<file path="config.mk">
export PLATFORM = sky130hd
export DESIGN_NAME = exchange_sort_ascending_top
export DESIGN_NICKNAME = d
export VERILOG_FILES = /design/src/rtl/esa_pkg.sv /design/src/rtl/exchange_sort_ascending_top.sv /design/src/rtl/esa_cmp_unit.sv
export SDC_FILE = /design/constraint.sdc
export NUM_CORES = 2
export LEC_CHECK = 0
export BUFFER_PORTS_ARGS = -buffer_cell sky130_fd_sc_hd__buf_2
export CORE_MARGIN = 4
export CORE_UTILIZATION = 40
export CTS_CLUSTER_SIZE = 16
export DETAILED_ROUTE_END_ITERATION = 6
export PLACE_DENSITY = 0.63
export SYNTH_ARGS = -nofsm -noshare
export SYNTH_HDL_FRONTEND = slang
export SYNTH_HIERARCHICAL = 1
export SYNTH_SLANG_ARGS = --single-unit
</file>
<file path="constraint.sdc">
create_clock -name clk -period 6.5 [get_ports clk]
set_clock_uncertainty 0.15 [all_clocks]
set_input_delay 0.65 -clock clk [delete_from_list [all_inputs] [get_ports clk]]
set_output_delay 0.65 -clock clk [all_outputs]
set_load 0.02 [all_outputs]
</file>
<file path="src/rtl/esa_pkg.sv">
// types and state codes shared by the exchange sort modules
`timescale 1ns / 1ps

package esa_pkg;

  localparam int WORD_W = 32;

  typedef logic signed [WORD_W-1:0] word_t;

  // sequencer states, one-hot
  typedef enum logic [7:0] {
    S_IDLE   = 8'b0000_0001,
    S_RD_I   = 8'b0000_0010,
    S_LD_I   = 8'b0000_0100,
    S_CMP    = 8'b0000_1000,
    S_WR_I   = 8'b0001_0000,
    S_OUT_RD = 8'b0010_0000,
    S_OUT_LD = 8'b0100_0000,
    S_OUT    = 8'b1000_0000
  } state_t;

  // result of one compare-exchange
  typedef struct packed {
    logic  swap;
    word_t keep;
    word_t spill;
  } cmp_res_t;

endpackage

</file>
<file path="src/rtl/exchange_sort_ascending_top.sv">
// exchange sort top level: element store, sequencer and output register
`timescale 1ns / 1ps
// after the closing transaction the set is sorted in place, with no sorting for a single element;
// then each result goes through memory read, load and hand-off, and waits while out_tready is low
// throughput: one element transaction per cycle while loading; one compare-exchange per cycle
// within a pass while sorting; the element store has a single write port
// reset: rst_n synchronous active low, clears sequencer, count and overflow flag; store unset

module exchange_sort_ascending_top #(
  parameter int MAX_ELEMS = 64
) (
  input  logic                  clk,
  input  logic                  rst_n,
  // element channel
  input  logic                  in_tvalid,
  output logic                  in_tready,
  input  logic [31:0]           in_tdata,   // [31:0] value
  input  logic                  in_tlast,   // is_final
  // sorted channel
  output logic                  out_tvalid,
  input  logic                  out_tready,
  output logic [31:0]           out_tdata,  // [31:0] sorted_value
  output logic                  out_tlast,  // end_of_run
  output logic                  out_tuser   // [0] overflowed
);
  import esa_pkg::*;

  localparam int AW = $clog2(MAX_ELEMS);      // store address width
  localparam int CW = $clog2(MAX_ELEMS + 1);  // element count width

  // element store, registered read
  word_t            mem [MAX_ELEMS];
  logic             mem_we;
  logic [AW-1:0]    mem_waddr;
  word_t            mem_wdata;
  logic [AW-1:0]    rd_addr;
  word_t            rd_data_r;

  state_t           state_r, state_nxt;
  logic [CW-1:0]    count_r, count_nxt;
  logic             ovf_r, ovf_nxt;
  logic [AW-1:0]    i_r, i_nxt;       // outer position
  logic [AW-1:0]    j_r, j_nxt;       // inner position
  logic [AW-1:0]    k_r, k_nxt;       // output position
  word_t            cur_r, cur_nxt;   // value held for position i
  word_t            out_data_r, out_data_nxt;
  logic             out_last_r, out_last_nxt;
  logic             in_acc;
  cmp_res_t         cmp;

  esa_cmp_unit u_cmp (
    .held  (cur_r),
    .probe (rd_data_r),
    .res   (cmp)
  );

  assign in_acc = in_tvalid && in_tready;

  always_ff @(posedge clk) begin
    if (mem_we) begin
      mem[mem_waddr] <= mem_wdata;
    end
    rd_data_r <= mem[rd_addr];
  end

  always_comb begin
    state_nxt    = state_r;
    count_nxt    = count_r;
    ovf_nxt      = ovf_r;
    i_nxt        = i_r;
    j_nxt        = j_r;
    k_nxt        = k_r;
    cur_nxt      = cur_r;
    out_data_nxt = out_data_r;
    out_last_nxt = out_last_r;
    mem_we       = 1'b0;
    mem_waddr    = '0;
    mem_wdata    = in_tdata;
    rd_addr      = '0;
    in_tready    = 1'b0;
    out_tvalid   = 1'b0;

    unique case (state_r)
      S_IDLE: begin
        in_tready = 1'b1;
        if (in_acc) begin
          // store if there is room, otherwise drop and flag
          if (count_r < CW'(MAX_ELEMS)) begin
            mem_we    = 1'b1;
            mem_waddr = count_r[AW-1:0];
            count_nxt = count_r + CW'(1);
          end else begin
            ovf_nxt = 1'b1;
          end
          if (in_tlast) begin
            i_nxt = '0;
            k_nxt = '0;
            // a single element needs no sorting
            state_nxt = (count_nxt == CW'(1)) ? S_OUT_RD : S_RD_I;
          end
        end
      end
      S_RD_I: begin
        rd_addr   = i_r;
        j_nxt     = i_r + AW'(1);
        state_nxt = S_LD_I;
      end
      S_LD_I: begin
        cur_nxt   = rd_data_r;
        rd_addr   = j_r;
        state_nxt = S_CMP;
      end
      S_CMP: begin
        // larger value goes back to position j, smaller one stays held
        mem_we    = cmp.swap;
        mem_waddr = j_r;
        mem_wdata = cmp.spill;
        cur_nxt   = cmp.keep;
        if (CW'(j_r) + CW'(1) < count_r) begin
          j_nxt   = j_r + AW'(1);
          rd_addr = j_r + AW'(1);
        end else begin
          state_nxt = S_WR_I;
        end
      end
      S_WR_I: begin
        mem_we    = 1'b1;
        mem_waddr = i_r;
        mem_wdata = cur_r;
        if (CW'(i_r) + CW'(2) < count_r) begin
          i_nxt     = i_r + AW'(1);
          state_nxt = S_RD_I;
        end else begin
          k_nxt     = '0;
          state_nxt = S_OUT_RD;
        end
      end
      S_OUT_RD: begin
        rd_addr   = k_r;
        state_nxt = S_OUT_LD;
      end
      S_OUT_LD: begin
        out_data_nxt = rd_data_r;
        out_last_nxt = (CW'(k_r) + CW'(1) == count_r);
        state_nxt    = S_OUT;
      end
      S_OUT: begin
        out_tvalid = 1'b1;
        if (out_tready) begin
          if (out_last_r) begin
            // run done, open a fresh set
            count_nxt = '0;
            ovf_nxt   = 1'b0;
            state_nxt = S_IDLE;
          end else begin
            k_nxt     = k_r + AW'(1);
            state_nxt = S_OUT_RD;
          end
        end
      end
      default: begin
        state_nxt = S_IDLE;
      end
    endcase
  end

  always_ff @(posedge clk) begin
    if (!rst_n) begin
      state_r    <= S_IDLE;
      count_r    <= '0;
      ovf_r      <= 1'b0;
      i_r        <= '0;
      j_r        <= '0;
      k_r        <= '0;
      out_last_r <= 1'b0;
    end else begin
      state_r    <= state_nxt;
      count_r    <= count_nxt;
      ovf_r      <= ovf_nxt;
      i_r        <= i_nxt;
      j_r        <= j_nxt;
      k_r        <= k_nxt;
      out_last_r <= out_last_nxt;
    end
  end

  // payload registers, no reset
  always_ff @(posedge clk) begin
    cur_r      <= cur_nxt;
    out_data_r <= out_data_nxt;
  end

  assign out_tdata = out_data_r;
  assign out_tlast = out_last_r;
  assign out_tuser = ovf_r;

endmodule

</file>
<file path="src/rtl/esa_cmp_unit.sv">
// compare-exchange unit: smaller value kept, larger value spilled
`timescale 1ns / 1ps

module esa_cmp_unit (
  input  esa_pkg::word_t    held,
  input  esa_pkg::word_t    probe,
  output esa_pkg::cmp_res_t res
);
  import esa_pkg::*;

  logic greater;

  // signed compare, equal values stay put
  assign greater   = held > probe;
  assign res.swap  = greater;
  assign res.keep  = greater ? probe : held;
  assign res.spill = greater ? held  : probe;

endmodule

</file>
---- Yosys cells after proc, flatten, opt, wreduce, memory -nomap -nowiden ----
Memories as Yosys holds them, arrays and structs flattened. A register that Yosys moved wholly into a read port is not among the register bits.
Index checks and enable logic that the tools add are counted.
word-level totals
  output and inout bits ................... 36
  bits of input ports ..................... 37
  bits in writable memories ............... 2,048
  memories kept ........................... 1
  register bits after elaboration ......... 99
  logic and storage cells ................. 101
operators by class
  muxes and demuxes ....................... 46
  equal/unequal tests ..................... 21
  magnitude comparators ................... 4
  reductions and logical operators ........ 13
  $add $sub $neg .......................... 7
memory list
  name  words  width  rd ports  clocked after Yosys merged registers in  wr ports  line                               source
  mem   64     32     1         1                                        1         exchange_sort_ascending_top.sv:32  word_t mem [MAX_ELEMS];
operator list
  cell                                                 count
  case mux 32 bit (2 select lines)                     2
  two-way mux 6 bit                                    13
  two-way mux 32 bit                                   2
  case mux 8 bit (8 select lines)                      1
  two-way mux 7 bit                                    6
  case mux 6 bit (3 select lines)                      2
  greater-than comparator 32 bit                       1
  two-way mux 8 bit                                    4
  case mux 6 bit (2 select lines)                      2
  case mux 6 bit (4 select lines)                      1
  inequality test 2 bit, second input constant         10
  adder 6 x 1 -> 6 bit, second input constant          3
  adder 6 x 1 -> 7 bit, second input constant          2
  less-than comparator 7 bit                           2
  case mux 7 bit (2 select lines)                      1
  AND reduction 4 bit                                  3
  two-way mux 1 bit                                    10
  equality test 8 x 1 -> 1 bit, second input constant  1
  equality test 8 x 2 -> 1 bit, second input constant  1
  equality test 8 x 3 -> 1 bit, second input constant  1
  equality test 8 x 4 -> 1 bit, second input constant  1
  equality test 8 x 5 -> 1 bit, second input constant  1
  equality test 8 x 6 -> 1 bit, second input constant  1
  equality test 8 x 7 -> 1 bit, second input constant  1
  15 further kinds                                     19

---- Depth between registers and ports, before layout ----
  word-level depth ........................ 10
  depth in mapped cells ................... 20

---- By module ----
The synthesis kept the hierarchy.
by module, submodules not included
  module                       cells an instance  instances  area an instance (um^2)
  exchange_sort_ascending_top  6,420              1          86,583.0
  esa_cmp_unit                 466                1          3,325.7

---- Worst setup path before layout ----
OpenSTA, ideal clock, no wires.
  path kind ............................... register to register
  start point ............................. register cur_r[31]
  end point ............................... memory mem[11][0] in the netlist's numbering (enable)
  cell stages (with the launch flop) ...... 15
  required time ........................... 5.929 ns
  data arrival time ....................... 4.119 ns
  setup time .............................. 0.421 ns
  path buffers ............................ 2
  setup slack ............................. 1.810 ns
  cells stage by stage .................... edfxtp_1 -> ha_1 -> nand4_2 -> nor3_1 -> a221oi_2 -> nand2_1 -> a21oi_2 -> a21oi_2 -> buf_2 -> o21a_1 -> buf_4 -> a211oi_1 -> a21oi_1 -> nand2_1 -> nor2_1
on the way
  longest elaborated chain between the ends .. 4
RTL lines
  element                                  line                                source
  start: declaration                       exchange_sort_ascending_top.sv:45   word_t cur_r, cur_nxt;
  start signal: assignment                 exchange_sort_ascending_top.sv:189  cur_r <= cur_nxt;
  greater-than comparator 32 bit           esa_cmp_unit.sv:14                  assign greater = held > probe;
  net u_cmp.greater                        esa_cmp_unit.sv:11                  logic greater;
  case mux 1 bit (3 select lines)          exchange_sort_ascending_top.sv:83   unique case (state_r)
  two-way mux 1 bit                        exchange_sort_ascending_top.sv:60   if (mem_we) begin
  two-way mux 1 bit (implied by the code)  exchange_sort_ascending_top.sv:61   mem[mem_waddr] <= mem_wdata;
  end: declaration                         exchange_sort_ascending_top.sv:32
The timed path passes the listed nets, and every way through them passes these cells.

---- Worst setup path in the final report ----
  start point ............................. register j_r[0]
  end point ............................... register rd_data_r[12], read port of mem
on the way
  longest elaborated chain between the ends .. 4
RTL lines
  element                              line                                source
  start: declaration                   exchange_sort_ascending_top.sv:43   logic [AW-1:0] j_r, j_nxt;
  start signal: assignment             exchange_sort_ascending_top.sv:181  j_r <= j_nxt;
  adder 6 x 1 -> 7 bit                 exchange_sort_ascending_top.sv:119  if (CW'(j_r) + CW'(1) < count_r) begin
  less-than comparator 7 bit           exchange_sort_ascending_top.sv:119
  two-way mux 6 bit                    exchange_sort_ascending_top.sv:119
  case mux 6 bit (4 select lines) (*)  exchange_sort_ascending_top.sv:83
  end: declaration                     exchange_sort_ascending_top.sv:37   word_t rd_data_r;
Every way passes the cells marked *; elsewhere a longest branch is shown, timed or not.
A chain may end at the register's enable or synchronous reset.

==> results.yml <==
cells_and_area:
  fin_area_mm2: 0.102
  n_fill_cell: 19500
  final_cells: 10100
  drive_above_1_share_pct: 11.9
  multi_input_area_mm2: 0.0237
  area_delta_synth_final_pct: 13.7
  utilization_pct: 45.9
  register_area_mm2: 0.0648
  nets: 7065
clock_tree:
  clk_pin_slew_ps: 60
  clk_path_buf_depth: 3
  insertion_delay_ps: 860
  cts_root_buffer: "clkbuf_16"
  clkSinkCount: 2179
  htreeDepth: 4
  cts_tree: "built"
  cts_buffers: 212
  cts_setup_buffers: 0
worst_setup_path:
  crit_path_start_kind: "flop"
  cp_top_family: "simple AND/OR/NAND/NOR gates"
  path_buf_inv: 2
  crit_path_max_fanout: 61
  worstPathRequired_ps: 7000
  slowest_delay_ps: 820
  ff2ff_path_depth: 16
  crit_chain: "ha_1, nor2b_1, or2_2, ha_1, nand2_1, o21a_1, o211ai_1, nand2_8, buf_12, buf_12, mux2i_1, a32oi_1, nand4_1, nand3_1, o32ai_1, nor3_1"
  end_kind: "flop"
  path_depth: 16
  slowest_stage: "o211ai_1"
  worstSetupPathType: "flop to flop"
  critPathArrivalTime_ps: 6790
  r2r_setup_slack_ps: 210
route:
  wl_per_cell_um: 27.8
  vias: 60900
  avgViaCountPerCell: 6.01
  wirelength_um: 282000
  drtIter0Drc: 8937
  drc: 22
  ant_nets: 0
  first_pass_iters: 7
status:
  status: "finished with violations"
  violations: "design-rule violations"
timing:
  setup_viol: 0
  setup-tns-final_ps: 0
  period_minus_slack_ps: 6290
  final-hold-violation-count: 0
  setup_slack_ps: 211
  slew_headroom_pct: 11.8
  timing.hold.ws_ps: 125
  drv_slew: 0
  maxClockFrequency_mhz: 159
  fin_crit_sh_pct: 96.8
  rsz0062_at_grt: "false"
  worstMarginPinSlew_ps: 1320
placement:
  place_congestion: 0.895
  dp_hpwl_um: 166000
  place_ws_ps: 63.5
  dpl-instance-area_mm2: 0.0954
  io_buffers: 72
  dp_cells: 9738
floorplan:
  die_area_mm2: 0.232
  core_mm2: 0.223
  fp.dieH_um: 482
  fp-row-count: 173
  dieWidth_um: 482
  io_pins: 73
  start_util_pct: 40.3
yosys:
  yosys_warnings: 6
  async_flop_share_pct: 0
  ys_seq_area_share_pct: 72.0
  syn_area_mm2: 0.0899
  synth_ff_type: "edfxtp_1"
  synth_seq_cells: 2179
  ys_types: 79
  avgSynthCellArea_um2: 13.1
  synthCells: 6886
  synth-edff-count: 2112
  synth_nets: 6973
pwr:
  power_density_mw_per_mm2: 300
  ir_worst_vdd_mv: 0.210
  power_mw: 30.7
  leakage_nw: 33.8
global_route:
  gr-usage-all-layers_pct: 23.7
  grt_max_degree: 133
  antenna_found_initial: 15
  grt-ovfl-total: 0
  grt_pass1_vias: 56500
  grt_pass1_wl_um: 405000
hold_path:
  hold_class: "input port to flop"
  hold_depth: 5
flow_run:
  maxCapViolCount: 0
[routing by layer]
metal  vias to the layer above  part of all wire (%)  track usage (%)
li1                      26100                     -                -
met1                     30500                    40             33.9
met2                      3697                    45             36.1
met3                       567                    10             4.04
met4                         6                   4.3             9.35
met5                         -                 0.014                0
[power by group]
part           switching (mW)  internal [mW]  leakage, nW  total [mW]
Sequential              0.244           15.6         19.5        15.9
Clock                    5.40           6.65         3.29        12.1
Combinational            1.82          0.948         11.0        2.77
Total                    7.47           23.2         33.8        30.7
[state kept, by name, summed over array words and instances, names as in the netlist, 6 cells and up]
signal	flops
cur_r	32
k_r	6
count_r	7
i_r	6
out_tdata	32
rd_data_r	32
j_r	6
state_r	8
mem	2048
[synth_stat cells (all sizes together) (4+ instances only)]
library cell / n / area (um2)
o221ai: 33 / 352
or4: 5 / 45.0
nand2b: 68 / 425
nor4: 16 / 143
ha: 50 / 626
and4: 5 / 43.8
a22o: 8 / 70.1
o21ai: 37 / 185
and2: 13 / 81.3
o211ai: 15 / 113
a31o: 34 / 298
a211oi: 49 / 368
a22oi: 88 / 666
xnor2: 10 / 87.6
nand2: 1745 / 6560
inv: 49 / 184
edfxtp: 2112 / 63400
mux2i: 124 / 1240
o2111ai: 9 / 78.8
or3: 4 / 25.0
dfxtp: 67 / 1340
a221oi: 21 / 190
mux4: 22 / 495
buf: 228 / 1180
a21o: 6 / 45.0
nand3: 742 / 3720
xor2: 10 / 87.6
clkbuf: 242 / 908
o22ai: 54 / 338
nor3: 22 / 110
nor2: 153 / 597
o32ai: 4 / 35.0
o221a: 33 / 372
and3: 160 / 1000
o21a: 9 / 67.6
a21oi: 85 / 433
a31oi: 172 / 1080
a2111oi: 5 / 43.8
a311oi: 32 / 280
nand4: 128 / 807
nand3b: 12 / 90.1
a21boi: 5 / 37.5
or2: 6 / 37.5
a32oi: 123 / 1080
nor2b: 42 / 263
[worst min-delay path, cell delays in order]
cell     delay (ps)
buf_2           100
nand2_1          60
nand2_1          80
nand2_1          90
a21oi_1          60
[path summary, 6_finish.rpt]
path | from | to
max | j_r[0]$_SDFFE_PN0P_ | rd_data_r[12]$_DFF_P_
min | in_tlast | state_r[7]$_SDFFE_PN0P_
max reg2reg | j_r[0]$_SDFFE_PN0P_ | rd_data_r[12]$_DFF_P_
min reg2reg | out_tuser$_SDFFE_PN0P_ | out_tuser$_SDFFE_PN0P_
[cell families after synthesis]
| family | share of synthesized area (%) |
|---|---|
| AOI/OAI and AO/OA | 7.03 |
| xor gates and xnor gates | 0.195 |
| adders and majority gates | 0.696 |
| buffers and inverters | 2.53 |
| DFF | 72.0 |
| muxes | 1.94 |
| and+or+nand+nor | 15.6 |
[cell type report]
| cell class | instances | area share, % |
|---|---|---|
| Tap cell | 2975 | 3.64 |
| Multi-Input combinational cell | 4188 | 23.2 |
| Timing Repair Buffer | 348 | 3.03 |
| Inverter | 49 | 0.180 |
| Clock buffer | 263 | 5.43 |
| Antenna cell | 7 | 0.0171 |
| Clock inverter | 133 | 1.19 |
| Sequential cell | 2179 | 63.3 |
[cells in the final DEF (no fill, tap or decap), types with 23 or more instances in the layout]
master     instances
nor2b_1           42
a311oi_1          32
nor2_4            74
a31oi_1          172
a32oi_1          123
a22oi_1           87
nand3_1          740
clkbuf_1          48
buf_2             72
o22ai_1           54
nand2_2           33
inv_1             49
o221ai_1          23
dfxtp_1           67
nand2_1         1710
mux2i_1          124
nand4_1          127
nor2_1            78
edfxtp_1        2112
a211oi_1          47
a31o_1            32
o221a_2           27
buf_12            53
ha_1              49
clkinv_2          41
clkbuf_16        214
a21oi_1           81
and3_1           158
clkinv_1          53
buf_4            222
o21ai_0           34
nand2b_1          68
[repair_timing]
item | in CTS | in global routing
hold buffers | 1 | 0
hold endpoints to repair | 1 | 0
resized for setup | 0 | 5
endpoints found under the setup margin | 0 | 4
Note: power is estimated with default switching activity, not from simulation.
